### src/hdl/ytv_pkg.sv
// ---------------------------------------------------------------------------
// ytv_pkg: shared types and constants for the yaw torque vectoring block
// Register indexes, field widths, interpolation table and unit types.
// ---------------------------------------------------------------------------
package ytv_pkg;

  localparam int TABLE_SIZE = 8;
  localparam int ROM_SLOTS  = 16;
  localparam int IDX_W      = 4;
  localparam int CFG_IDX_W  = 3;
  localparam int CFG_DATA_W = 16;
  localparam int DIVD_W     = 36;
  localparam int DIVS_W     = 25;
  localparam int OPND_W     = 33;
  localparam int PROD_W     = 66;
  localparam int GAIN_W     = 25;

  localparam logic [CFG_IDX_W-1:0] REG_FRICTION = 3'd0;
  localparam logic [CFG_IDX_W-1:0] REG_KU       = 3'd1;
  localparam logic [CFG_IDX_W-1:0] REG_WHEELB   = 3'd2;
  localparam logic [CFG_IDX_W-1:0] REG_MLIMIT   = 3'd3;
  localparam logic [CFG_IDX_W-1:0] REG_SPLIT    = 3'd4;
  localparam logic [CFG_IDX_W-1:0] REG_TSAMPLE  = 3'd5;
  localparam logic [CFG_IDX_W-1:0] REG_MINSPD   = 3'd6;

  localparam logic [15:0] SPD_LOW  = 16'd768;
  localparam logic [15:0] SPD_HIGH = 16'(768 + 1024 * (TABLE_SIZE - 1));

  typedef struct packed {
    logic busy;
    logic done;
  } ytv_div_stat_t;

  function automatic logic signed [GAIN_W-1:0] kp_rom(input logic [IDX_W-1:0] idx);
    logic signed [GAIN_W-1:0] g;
    case (idx)
      4'd0: g = -25'sd35837;
      4'd1: g = 25'sd142021;
      4'd2: g = 25'sd181668;
      4'd3: g = 25'sd200169;
      4'd4: g = 25'sd210881;
      4'd5: g = 25'sd217867;
      4'd6: g = 25'sd222783;
      4'd7: g = 25'sd226430;
      default: g = '0;
    endcase
    return g;
  endfunction

  function automatic logic signed [GAIN_W-1:0] ki_rom(input logic [IDX_W-1:0] idx);
    logic signed [GAIN_W-1:0] g;
    case (idx)
      4'd0: g = -25'sd6562203;
      4'd1: g = 25'sd4940271;
      4'd2: g = 25'sd5943326;
      4'd3: g = 25'sd6775119;
      4'd4: g = 25'sd7362469;
      4'd5: g = 25'sd7787318;
      4'd6: g = 25'sd8106065;
      4'd7: g = 25'sd8353113;
      default: g = '0;
    endcase
    return g;
  endfunction

endpackage

### src/hdl/ytv_ifs.sv
// ---------------------------------------------------------------------------
// ytv interfaces: channel bundles
// Input, result and configuration channels with valid/ready handshakes.
// ---------------------------------------------------------------------------
interface ytv_in_if;
  logic               valid;
  logic               ready;
  logic signed [15:0] wheel_angle;
  logic        [15:0] speed;
  logic signed [15:0] yaw_rate;
  logic signed [15:0] drive_request;
  modport source (output valid, wheel_angle, speed, yaw_rate, drive_request, input ready);
  modport sink   (input valid, wheel_angle, speed, yaw_rate, drive_request, output ready);
endinterface

interface ytv_out_if;
  logic               valid;
  logic               ready;
  logic signed [15:0] left_cmd;
  logic signed [15:0] right_cmd;
  logic               moment_clamped;
  modport source (output valid, left_cmd, right_cmd, moment_clamped, input ready);
  modport sink   (input valid, left_cmd, right_cmd, moment_clamped, output ready);
endinterface

interface ytv_cfg_if;
  logic        valid;
  logic        ready;
  logic [2:0]  index;
  logic [15:0] data;
  modport source (output valid, index, data, input ready);
  modport sink   (input valid, index, data, output ready);
endinterface

### src/hdl/ytv_mul.sv
// ---------------------------------------------------------------------------
// ytv_mul: shared signed multiplier
// One signed product per cycle, result registered.
// ---------------------------------------------------------------------------
module ytv_mul (
  input  logic                                clk,
  input  logic signed [ytv_pkg::OPND_W-1:0]   opa,
  input  logic signed [ytv_pkg::OPND_W-1:0]   opb,
  output logic signed [ytv_pkg::PROD_W-1:0]   prod_r
);
  import ytv_pkg::*;

  always_ff @(posedge clk) begin
    prod_r <= PROD_W'(opa) * PROD_W'(opb);
  end
endmodule

### src/hdl/ytv_div.sv
// ---------------------------------------------------------------------------
// ytv_div: serial unsigned divider
// Restoring division, one quotient bit per cycle.
// ---------------------------------------------------------------------------
module ytv_div (
  input  logic                          clk,
  input  logic                          rst_n,
  input  logic                          start,
  input  logic [ytv_pkg::DIVD_W-1:0]    dividend,
  input  logic [ytv_pkg::DIVS_W-1:0]    divisor,
  output logic [ytv_pkg::DIVD_W-1:0]    quo_r,
  output ytv_pkg::ytv_div_stat_t        stat
);
  import ytv_pkg::*;

  localparam int CNT_W = $clog2(DIVD_W + 1);

  logic [CNT_W-1:0]  cnt_r;
  logic [DIVS_W-1:0] rem_r;
  logic [DIVS_W-1:0] dsr_r;
  logic              done_r;
  logic [DIVS_W:0]   shifted;
  logic              ge;

  assign shifted = {rem_r, quo_r[DIVD_W-1]};
  assign ge      = shifted >= {1'b0, dsr_r};
  assign stat.busy = cnt_r != '0;
  assign stat.done = done_r;

  always_ff @(posedge clk) begin
    if (!rst_n) begin
      cnt_r  <= '0;
      done_r <= 1'b0;
    end else begin
      done_r <= 1'b0;
      if (start) begin
        cnt_r <= CNT_W'(DIVD_W);
        rem_r <= '0;
        dsr_r <= divisor;
        quo_r <= dividend;
      end else if (cnt_r != '0) begin
        // shift in next dividend bit, subtract when it fits
        rem_r <= ge ? DIVS_W'(shifted - {1'b0, dsr_r}) : DIVS_W'(shifted);
        quo_r <= {quo_r[DIVD_W-2:0], ge};
        cnt_r <= cnt_r - 1'b1;
        if (cnt_r == CNT_W'(1)) done_r <= 1'b1;
      end
    end
  end
endmodule

### src/hdl/yaw_torque_vectoring_pi.sv
// ---------------------------------------------------------------------------
// yaw_torque_vectoring_pi: gain-scheduled PI yaw-rate torque vectoring
// Sequencer around one shared multiplier and one serial divider.
// ---------------------------------------------------------------------------
// Usage:
//   in_ch   : one beat per control tick (steer, speed, yaw rate, demand).
//   out_ch  : one beat per input beat (left/right torque, clamp flag).
//   cfg_ch  : register writes, always ready; write only while idle.
// Steps: the two serial divisions (target yaw rate and friction limit)
//   run one after the other on the serial divider; most remaining steps
//   are single multiplies on the shared unit.
// Flow: in_ch.ready is high only while the sequencer is idle, so a new
//   beat waits until the previous one has been computed. A new beat is
//   taken while the previous result still waits on out_ch.
// Stall: a result held by the receiver stays in the output register; a
//   finished computation waits in its last step until the register frees.
// Reset: synchronous, active low; registers return to default values and
//   the yaw integrator clears. No clearing pass.
// ---------------------------------------------------------------------------
module yaw_torque_vectoring_pi (
  input  logic clk,
  input  logic rst_n,
  ytv_in_if.sink    in_ch,
  ytv_out_if.source out_ch,
  ytv_cfg_if.sink   cfg_ch
);
  import ytv_pkg::*;

  typedef enum logic [4:0] {
    ST_IDLE, ST_VV, ST_KU, ST_NUM, ST_DIV1, ST_DIV1W, ST_DIV2W, ST_ERR,
    ST_G1, ST_G2, ST_G3, ST_G4, ST_G5, ST_P1, ST_P2, ST_P3, ST_P4, ST_P5,
    ST_P6, ST_DONE
  } state_t;

  state_t state_r;

  // configuration registers
  logic [15:0] friction_r, ku_r, wheelb_r, split_r, tsample_r, minspd_r;
  logic [14:0] mlimit_r;

  // latched item
  logic signed [15:0] steer_r, yaw_r, demand_r;
  logic        [15:0] spd_r, v_r;
  logic [IDX_W-1:0]   idx_r;
  logic [10:0]        frac_r;

  // working registers
  logic [DIVS_W-1:0]        den_r;
  logic                     neg_r;
  logic [DIVD_W-1:0]        tmag_r;
  logic signed [31:0]       err_r;
  logic signed [39:0]       gacc_r;
  logic signed [GAIN_W-1:0] kp_r, ki_r;
  logic signed [51:0]       u_r;
  logic signed [31:0]       integ_r;
  logic                     clamp_r;
  logic signed [20:0]       delta_r;

  logic signed [15:0] tl_r, tr_r;
  logic               mc_r, ovalid_r;

  // shared units
  logic signed [OPND_W-1:0] opa, opb;
  logic signed [PROD_W-1:0] prod_r;
  logic                     div_start;
  logic [DIVD_W-1:0]        div_dvd;
  logic [DIVS_W-1:0]        div_dsr;
  logic [DIVD_W-1:0]        div_q;
  ytv_div_stat_t            div_stat;

  function automatic logic [DIVS_W-1:0] div_sr_sel(input logic [DIVS_W-1:0] d,
                                                   input logic [15:0] v,
                                                   input state_t s);
    return (s == ST_DIV1) ? d : {{(DIVS_W-16){1'b0}}, v};
  endfunction

  assign div_dsr = div_sr_sel(den_r, v_r, state_r);

  ytv_mul u_mul (.clk(clk), .opa(opa), .opb(opb), .prod_r(prod_r));

  ytv_div u_div (
    .clk(clk), .rst_n(rst_n), .start(div_start), .dividend(div_dvd),
    .divisor(div_dsr), .quo_r(div_q), .stat(div_stat)
  );

  // input-side speed handling
  logic [15:0] vc_in, off_in;
  logic [IDX_W-1:0] idx_in;
  always_comb begin
    vc_in  = (in_ch.speed < SPD_LOW) ? SPD_LOW :
             ((in_ch.speed > SPD_HIGH) ? SPD_HIGH : in_ch.speed);
    off_in = vc_in - SPD_LOW;
    idx_in = IDX_W'(off_in >> 10);
  end

  // product magnitude of steer*v for the target division
  logic [31:0] sv_mag;
  assign sv_mag = prod_r[PROD_W-1] ? 32'(-prod_r) : 32'(prod_r);

  // target clamp and error
  logic [DIVD_W-1:0] tclamp;
  logic signed [31:0] target_s;
  always_comb begin
    tclamp   = (tmag_r > div_q) ? div_q : tmag_r;
    target_s = neg_r ? -32'(tclamp) : 32'(tclamp);
  end

  // PI saturation
  logic signed [51:0] ulim_s;
  logic               over_hi, over_lo;
  logic signed [39:0] iacc;
  logic signed [31:0] iacc_sat;
  always_comb begin
    ulim_s  = $signed({25'd0, mlimit_r, 12'd0});
    over_hi = u_r > ulim_s;
    over_lo = u_r < -ulim_s;
    iacc    = 40'(integ_r) + 40'(prod_r >>> 8);
    if (iacc > 40'sd2147483647)       iacc_sat = 32'h7fffffff;
    else if (iacc < -40'sd2147483648) iacc_sat = 32'h80000000;
    else                              iacc_sat = 32'(iacc);
  end

  // output saturation
  logic signed [21:0] lsum, rsum;
  logic signed [15:0] lsat, rsat;
  always_comb begin
    lsum = 22'(demand_r) - 22'(delta_r);
    rsum = 22'(demand_r) + 22'(delta_r);
    lsat = (lsum > 22'sd32767) ? 16'sh7fff : ((lsum < -22'sd32768) ? 16'sh8000 : 16'(lsum));
    rsat = (rsum > 22'sd32767) ? 16'sh7fff : ((rsum < -22'sd32768) ? 16'sh8000 : 16'(rsum));
  end

  // operand and divider selection per step
  always_comb begin
    opa       = '0;
    opb       = '0;
    div_start = 1'b0;
    div_dvd   = '0;
    unique case (state_r)
      ST_VV: begin
        opa = $signed({17'd0, v_r});
        opb = $signed({17'd0, v_r});
      end
      ST_KU: begin
        opa = $signed({17'd0, ku_r});
        opb = $signed({1'b0, prod_r[31:0]});
      end
      ST_NUM: begin
        opa = OPND_W'(steer_r);
        opb = $signed({17'd0, v_r});
      end
      ST_DIV1: begin
        div_start = 1'b1;
        div_dvd   = {sv_mag, 4'd0};
      end
      ST_DIV1W: begin
        div_start = div_stat.done;
        div_dvd   = {8'd0, friction_r, 12'd0};
      end
      ST_G1: begin
        opa = OPND_W'(kp_rom(idx_r));
        opb = $signed(OPND_W'(11'd1024 - frac_r));
      end
      ST_G2: begin
        opa = OPND_W'(kp_rom(idx_r + 1'b1));
        opb = $signed(OPND_W'(frac_r));
      end
      ST_G3: begin
        opa = OPND_W'(ki_rom(idx_r));
        opb = $signed(OPND_W'(11'd1024 - frac_r));
      end
      ST_G4: begin
        opa = OPND_W'(ki_rom(idx_r + 1'b1));
        opb = $signed(OPND_W'(frac_r));
      end
      ST_P1: begin
        opa = OPND_W'(kp_r);
        opb = OPND_W'(err_r);
      end
      ST_P2: begin
        opa = OPND_W'(ki_r);
        opb = OPND_W'(integ_r);
      end
      ST_P3: begin
        opa = $signed({17'd0, tsample_r});
        opb = OPND_W'(err_r);
      end
      ST_P5: begin
        opa = OPND_W'(u_r);
        opb = $signed({17'd0, split_r});
      end
      default: ;
    endcase
  end

  assign in_ch.ready         = state_r == ST_IDLE;
  assign cfg_ch.ready        = 1'b1;
  assign out_ch.valid        = ovalid_r;
  assign out_ch.left_cmd     = tl_r;
  assign out_ch.right_cmd    = tr_r;
  assign out_ch.moment_clamped = mc_r;

  always_ff @(posedge clk) begin
    if (!rst_n) begin
      state_r    <= ST_IDLE;
      ovalid_r   <= 1'b0;
      integ_r    <= '0;
      friction_r <= 16'd4018;
      ku_r       <= 16'd1994;
      wheelb_r   <= 16'd6275;
      mlimit_r   <= 15'd12640;
      split_r    <= 16'd1207;
      tsample_r  <= 16'd1049;
      minspd_r   <= 16'd768;
    end else begin
      if (cfg_ch.valid) begin
        unique case (cfg_ch.index)
          REG_FRICTION: friction_r <= cfg_ch.data;
          REG_KU:       ku_r       <= cfg_ch.data;
          REG_WHEELB:   wheelb_r   <= cfg_ch.data;
          REG_MLIMIT:   mlimit_r   <= cfg_ch.data[14:0];
          REG_SPLIT:    split_r    <= cfg_ch.data;
          REG_TSAMPLE:  tsample_r  <= cfg_ch.data;
          REG_MINSPD:   minspd_r   <= cfg_ch.data;
          default: ;  // drop writes beyond the register list
        endcase
      end
      // the final step refills the output register itself
      if (ovalid_r && out_ch.ready && state_r != ST_DONE) ovalid_r <= 1'b0;

      unique case (state_r)
        ST_IDLE: begin
          if (in_ch.valid) begin
            steer_r  <= in_ch.wheel_angle;
            yaw_r    <= in_ch.yaw_rate;
            demand_r <= in_ch.drive_request;
            spd_r    <= in_ch.speed;
            v_r      <= (in_ch.speed == '0) ? 16'd1 : in_ch.speed;
            if (idx_in >= IDX_W'(TABLE_SIZE - 1)) begin
              idx_r  <= IDX_W'(TABLE_SIZE - 2);
              frac_r <= 11'd1024;
            end else begin
              idx_r  <= idx_in;
              frac_r <= {1'b0, off_in[9:0]};
            end
            state_r <= ST_VV;
          end
        end
        ST_VV:  state_r <= ST_KU;
        ST_KU:  state_r <= ST_NUM;
        ST_NUM: begin
          // denominator: wheelbase plus Ku*v^2 term, never zero
          den_r   <= ({9'd0, wheelb_r} + {1'b0, prod_r[47:24]} == '0) ? DIVS_W'(1) :
                     {9'd0, wheelb_r} + {1'b0, prod_r[47:24]};
          state_r <= ST_DIV1;
        end
        ST_DIV1: begin
          neg_r   <= prod_r[PROD_W-1];
          state_r <= ST_DIV1W;
        end
        ST_DIV1W: begin
          if (div_stat.done) begin
            tmag_r  <= div_q;
            state_r <= ST_DIV2W;
          end
        end
        ST_DIV2W: begin
          if (div_stat.done) state_r <= ST_ERR;
        end
        ST_ERR: begin
          err_r   <= target_s - 32'(yaw_r);
          state_r <= ST_G1;
        end
        ST_G1: state_r <= ST_G2;
        ST_G2: begin
          gacc_r  <= 40'(prod_r);
          state_r <= ST_G3;
        end
        ST_G3: begin
          kp_r    <= GAIN_W'((gacc_r + 40'(prod_r)) >>> 10);
          state_r <= ST_G4;
        end
        ST_G4: begin
          gacc_r  <= 40'(prod_r);
          state_r <= ST_G5;
        end
        ST_G5: begin
          ki_r    <= GAIN_W'((gacc_r + 40'(prod_r)) >>> 10);
          state_r <= ST_P1;
        end
        ST_P1: state_r <= ST_P2;
        ST_P2: begin
          u_r     <= 52'(prod_r);
          state_r <= ST_P3;
        end
        ST_P3: begin
          u_r     <= u_r + 52'(prod_r >>> 12);
          state_r <= ST_P4;
        end
        ST_P4: begin
          // clamp and freeze the integrator, else integrate with saturation
          if (over_hi) begin
            u_r     <= ulim_s;
            clamp_r <= 1'b1;
          end else if (over_lo) begin
            u_r     <= -ulim_s;
            clamp_r <= 1'b1;
          end else begin
            clamp_r <= 1'b0;
            integ_r <= iacc_sat;
          end
          state_r <= ST_P5;
        end
        ST_P5: state_r <= ST_P6;
        ST_P6: begin
          delta_r <= (spd_r < minspd_r) ? '0 :
                     21'((prod_r + PROD_W'(64'sd8388608)) >>> 24);
          state_r <= ST_DONE;
        end
        ST_DONE: begin
          // hold until the output register is free
          if (!ovalid_r || out_ch.ready) begin
            tl_r     <= lsat;
            tr_r     <= rsat;
            mc_r     <= clamp_r;
            ovalid_r <= 1'b1;
            state_r  <= ST_IDLE;
          end
        end
        default: state_r <= ST_IDLE;
      endcase
    end
  end

`ifndef ASSERT_OFF
  a_busy_after_accept: assert property (@(posedge clk) disable iff (!rst_n)
    (in_ch.valid && in_ch.ready) |=> !in_ch.ready)
    else $error("ready stayed high after an accepted input beat");

  a_freeze_on_clamp: assert property (@(posedge clk) disable iff (!rst_n)
    (state_r == ST_P4 && (over_hi || over_lo)) |=> $stable(integ_r))
    else $error("integrator moved while the moment was clamped");

  a_low_speed_zero: assert property (@(posedge clk) disable iff (!rst_n)
    (state_r == ST_P6 && spd_r < minspd_r) |=> delta_r == '0)
    else $error("torque offset applied below minimum speed");

  a_div_only_in_div_steps: assert property (@(posedge clk) disable iff (!rst_n)
    div_stat.busy |-> (state_r == ST_DIV1W || state_r == ST_DIV2W))
    else $error("divider running outside its steps");
`endif

endmodule
### src/flat_wrapper.sv
// flat-port wrapper written by rule: the top's interface ports become plain ports
module yaw_torque_vectoring_pi_flat import ytv_pkg::*;
  (clk, rst_n, in_ch_valid, in_ch_wheel_angle, in_ch_speed, in_ch_yaw_rate, in_ch_drive_request, in_ch_ready, out_ch_valid, out_ch_left_cmd, out_ch_right_cmd, out_ch_moment_clamped, out_ch_ready, cfg_ch_valid, cfg_ch_index, cfg_ch_data, cfg_ch_ready);
  ytv_in_if in_ch_i ();
  ytv_out_if out_ch_i ();
  ytv_cfg_if cfg_ch_i ();
  input  logic clk;
  input  logic rst_n;
  input wire logic [$bits(in_ch_i.valid)-1:0] in_ch_valid;
  input wire logic [$bits(in_ch_i.wheel_angle)-1:0] in_ch_wheel_angle;
  input wire logic [$bits(in_ch_i.speed)-1:0] in_ch_speed;
  input wire logic [$bits(in_ch_i.yaw_rate)-1:0] in_ch_yaw_rate;
  input wire logic [$bits(in_ch_i.drive_request)-1:0] in_ch_drive_request;
  output wire logic [$bits(in_ch_i.ready)-1:0] in_ch_ready;
  output wire logic [$bits(out_ch_i.valid)-1:0] out_ch_valid;
  output wire logic [$bits(out_ch_i.left_cmd)-1:0] out_ch_left_cmd;
  output wire logic [$bits(out_ch_i.right_cmd)-1:0] out_ch_right_cmd;
  output wire logic [$bits(out_ch_i.moment_clamped)-1:0] out_ch_moment_clamped;
  input wire logic [$bits(out_ch_i.ready)-1:0] out_ch_ready;
  input wire logic [$bits(cfg_ch_i.valid)-1:0] cfg_ch_valid;
  input wire logic [$bits(cfg_ch_i.index)-1:0] cfg_ch_index;
  input wire logic [$bits(cfg_ch_i.data)-1:0] cfg_ch_data;
  output wire logic [$bits(cfg_ch_i.ready)-1:0] cfg_ch_ready;
  assign in_ch_i.valid = in_ch_valid;
  assign in_ch_i.wheel_angle = in_ch_wheel_angle;
  assign in_ch_i.speed = in_ch_speed;
  assign in_ch_i.yaw_rate = in_ch_yaw_rate;
  assign in_ch_i.drive_request = in_ch_drive_request;
  assign in_ch_ready = in_ch_i.ready;
  assign out_ch_valid = out_ch_i.valid;
  assign out_ch_left_cmd = out_ch_i.left_cmd;
  assign out_ch_right_cmd = out_ch_i.right_cmd;
  assign out_ch_moment_clamped = out_ch_i.moment_clamped;
  assign out_ch_i.ready = out_ch_ready;
  assign cfg_ch_i.valid = cfg_ch_valid;
  assign cfg_ch_i.index = cfg_ch_index;
  assign cfg_ch_i.data = cfg_ch_data;
  assign cfg_ch_ready = cfg_ch_i.ready;
  yaw_torque_vectoring_pi u_core (.clk(clk), .rst_n(rst_n), .in_ch(in_ch_i), .out_ch(out_ch_i), .cfg_ch(cfg_ch_i));
endmodule
### config.mk
export PLATFORM = sky130hd
export DESIGN_NAME = yaw_torque_vectoring_pi_flat
export DESIGN_NICKNAME = d
export VERILOG_FILES = /design/src/hdl/ytv_pkg.sv /design/src/hdl/ytv_ifs.sv /design/src/hdl/ytv_mul.sv /design/src/hdl/ytv_div.sv /design/src/hdl/yaw_torque_vectoring_pi.sv /design/src/flat_wrapper.sv
export SDC_FILE = /design/constraint.sdc
export NUM_CORES = 2
export LEC_CHECK = 0
export BUFFER_PORTS_ARGS = -buffer_cell sky130_fd_sc_hd__buf_2
export CAP_MARGIN = 0
export CORE_ASPECT_RATIO = 0.5
export CORE_UTILIZATION = 34
export DETAILED_ROUTE_END_ITERATION = 12
export MAX_ROUTING_LAYER = met4
export SYNTH_ARGS = -nofsm -noshare
export SYNTH_HDL_FRONTEND = slang
export SYNTH_SLANG_ARGS = --single-unit
### constraint.sdc
create_clock -name clk -period 19.95 [get_ports clk]
set_clock_uncertainty 0.1 [all_clocks]
set_input_delay 0.9975 -clock clk [delete_from_list [all_inputs] [get_ports clk]]
set_output_delay 0.9975 -clock clk [all_outputs]
set_load 0.01 [all_outputs]
==> impl_metrics.yaml <==
run_status:
  outcome: "completed"
pwr:
  clockPowerShare_pct: 19.7
  comb_power_share_pct: 53.6
  power_uw: 8080
  share_seq_of_total_power_pct: 26.7
  peak_vdd_ir_mv: 0.0623
  static-leakage-power_uw: 0.0414
  switching_share_pct: 47.0
  net-switching-power_uw: 3800
  cell_internal_pwr_uw: 4280
  power_density_nw_per_um2: 89.6
cells_and_area:
  final_layout_size_suffix_gt1_share_pct: 6.61
  area_delta_synth_final_pct: 9.39
  area_taken_by_multi_input_logic_gates_um2: 56700
  area.sequential_um2: 19200
  net_count_reported_at_finish: 10700
  fill_cells: 24300
routing:
  wl_per_cell_um: 24.2
  drc_errors: 0
  route.detailed.vias_per_inst: 5.41
  postRouteAntennaNets: 0
  vias: 66000
  detailedRoute.firstIterationViolations: 6829
  wl_mm: 295
  drt_first_pass_iters: 8
logic_synthesis:
  synth_cell_type_count: 91
  post_synth.cell_area_avg_um2: 9.24
  postSynth.asyncResetShare_pct: 0
  synthCells: 8911
  seq_area_frac_synth_pct: 23.3
  ys_seq_elements: 726
  synth_enable_flop_cells: 467
  synth_area_um2: 82400
  synth.yosys.warnings: 0
  synthesized_netlist_net_count: 10700
  synth_flop_cell: "sky130_fd_sc_hd__edfxtp_1"
critical_path:
  category_of_the_worst_setup_path_capture_point: "flop"
  critical_path.max_stage_delay_ns: 0.83
  crit_arrival_ns: 12.70
  crit_required_ns: 20.50
  length_in_cells_of_the_worst_reg_to_reg_path: 36
  timing.rr.end: "u_core.u_mul.prod_r[59]"
  setup.worst_path.start_class: "flop"
  cp_max_delay_cell: "sky130_fd_sc_hd__nor3_1"
  critical_path_fanout_max: 33
  timing_worst_setup_path_type: "flop to flop"
  cpMostUsedCell: "sky130_fd_sc_hd__fa_1"
  timing.reg2reg.setup_slack_ns: 7.80
  rr_startpoint: "u_core.idx_r[1]"
  crit_path_end: "u_core.u_mul.prod_r[59]"
  critical_path.startpoint: "u_core.idx_r[1]"
grt:
  grt_remaining_overflow: 0
  wire_length_of_the_first_global_routing_pass_mm: 435
  antenna_found_initial: 14
  grt_max_degree: 60
  grt_pass1_vias: 65400
  globalRouteTotalUtil_pct: 24.6
sta:
  slew_headroom_pct: 4.84
  period_minus_slack_ns: 12.15
  final-setup-viol-count: 0
  fin_worst_hold_slack_ns: 0.329
  peak_clock_frequency_supported_by_timing_mhz: 82.3
  fin_tns_setup_ns: 0
  final_max_slew_viol_count: 0
  layout_worst_path_cycle_share_pct: 60.9
  report.final.hold_viol_count: 0
  max_slew.worst_pin.slew_ns: 1.42
  rsz0062_at_grt: "false"
place:
  post-dp-hpwl_mm: 224
  port-buffer-count: 122
  gp_routability_congestion: 0.980
floorplan:
  die_width_um: 698
  num_rows: 127
  start_util_pct: 34.3
  io_pins: 124
  die_y_um: 350
  placeableCoreArea_um2: 240000
  die-area_um2: 244000
clocking:
  postCtsSetupRepairBufs: 0
  cts_resized: 0
  clk-insertion-delay-late_ns: 0.72
  total_cts_buffers: 84
  cts_hold_repair.buffers: 0
  cts_htree_levels: 3
  clk_path_buf_depth: 3
  clock_input_transition_at_the_sequential_cells_of_the_worst_setup_and_hold_paths_ns: 0.07
  root_buffer_cell: "sky130_fd_sc_hd__clkbuf_16"
  cts_tree: "built"
  clock_sinks: 726
flow_run:
  maxCapViolations: 0
worst_hold_path:
  worst_hold_path_type: "flop to flop"
==> layout make-up <==
cell class	count	share of cell area (%)
Antenna cell	13	0.0361
Clock buffer	108	2.57
Clock inverter	50	0.547
Inverter	1408	5.87
Multi-Input combinational cell	6361	62.9
Sequential cell	726	21.3
Tap cell	3225	4.48
Timing Repair Buffer	312	2.26
==> registers in the layout (all words and copies together), names as in the netlist, 32 cells and up, named ones only <==
signal	count
u_core.gacc_r	35
u_core.integ_r	32
u_core.u_r	52
u_core.u_mul.prod_r	65
u_core.err_r	32
u_core.tmag_r	36
u_core.u_div.quo_r	36
==> through the flow <==
step / setup WS, ns / cell area [µm²] / util (%) / std cells
floorplan: 9.71 / 82400 / - / 8911
global placement: 8.17 / 87300 / 36.3 / 12000
detailed placement: 8.00 / 87300 / 36.3 / 12000
CTS: 7.95 / 90100 / 37.5 / 12200
global route: 7.04 / 90100 / 37.5 / 12200
finish: 7.80 / 90100 / 37.5 / 12200
==> critical path, delay by kind of cell (launching register included) <==
kind / cells / cell delay [ns]
AOI/OAI and AO/OA: 11 / 3.09
xor gates and xnor gates: 1 / 0.20
adders and majority gates: 9 / 4.77
buffers and inverters: 8 / 1.26
DFF: 1 / 0.70
and+or+nand+nor: 7 / 1.93
==> cells by family after synthesis <==
kind of cell | Yosys count | synth area share [%]
other | 2 | 0.00912
multiplexers | 67 | 0.826
flip-flops | 726 | 23.3
AND/OR/NAND/NOR | 2620 | 13.9
adder cells (fa/ha/maj) | 1743 | 37.0
AO/OA/AOI/OAI | 1545 | 12.5
XOR/XNOR | 384 | 4.08
buffers and inverters | 1824 | 8.39
==> placed cells by master (no fill, tap or decap), types with 65 or more instances in the layout <==
cell,count
sky130_fd_sc_hd__nor3_1,101
sky130_fd_sc_hd__xor2_1,148
sky130_fd_sc_hd__edfxtp_1,467
sky130_fd_sc_hd__a21o_1,155
sky130_fd_sc_hd__and3_1,65
sky130_fd_sc_hd__nor2_1,738
sky130_fd_sc_hd__dfxtp_1,259
sky130_fd_sc_hd__a22oi_1,84
sky130_fd_sc_hd__a21boi_0,86
sky130_fd_sc_hd__clkbuf_16,86
sky130_fd_sc_hd__fa_1,1151
sky130_fd_sc_hd__xnor2_1,236
sky130_fd_sc_hd__inv_1,1406
sky130_fd_sc_hd__nand2_1,1170
sky130_fd_sc_hd__buf_2,121
sky130_fd_sc_hd__buf_4,191
sky130_fd_sc_hd__nand3_1,118
sky130_fd_sc_hd__ha_1,591
sky130_fd_sc_hd__o21ai_0,287
sky130_fd_sc_hd__a21oi_1,390
==> power groups by stage <==
stage	registers, µW	clock network, µW	logic, µW
final	2160	1590	4330
after global placement	2180	0	4180
after floorplan	2090	0	2750
after CTS	2150	1610	4250
after global routing	2170	1660	4690
after detailed placement	2180	0	4220
==> worst min-delay path by stage <==
stage / end / slack [ns] / from / cells after the start
2_1_floorplan: u_core.out_ch.moment_clamped / 0.30 / u_core.clamp_r / 0
5_1_grt: u_core.out_ch.moment_clamped / 0.33 / u_core.clamp_r / 0
6_report: u_core.out_ch.moment_clamped / 0.33 / u_core.clamp_r / 0
3_5_place_dp: u_core.out_ch.moment_clamped / 0.33 / u_core.clamp_r / 0
4_1_cts: u_core.yaw_r[2] / 0.32 / in_ch_yaw_rate[2] / 1
3_3_place_gp: u_core.out_ch.moment_clamped / 0.31 / u_core.clamp_r / 0
==> layer usage <==
metal  global-route usage (%)  part of all wire (%)  vias to the layer above
met4                     10.2                   4.9                        0
met3                     5.70                    10                      603
met2                     36.3                    43                     3066
met1                     32.5                    42                    33100
li1                         -                     -                    29200
met5                        -                     0                        -
==> synthesized netlist by cell type, drive strengths merged (55+ instances only) <==
cell type	n	area [µm²]
a21boi	87	653
a21o	157	1180
a21oi	394	1970
a22oi	84	631
and3	68	425
buf	66	309
clkbuf	350	1310
dfxtp	259	5180
edfxtp	467	14000
fa	1152	23100
ha	591	7390
inv	1406	5280
mux2i	59	591
nand2	1173	4400
nand2b	55	352
nand3	122	611
nand4	63	394
nor2	755	2840
nor3	109	551
o21a	56	420
o21ai	294	1470
xnor2	236	2070
xor2	148	1300
No activity file was read; power rests on OpenSTA's default activity.
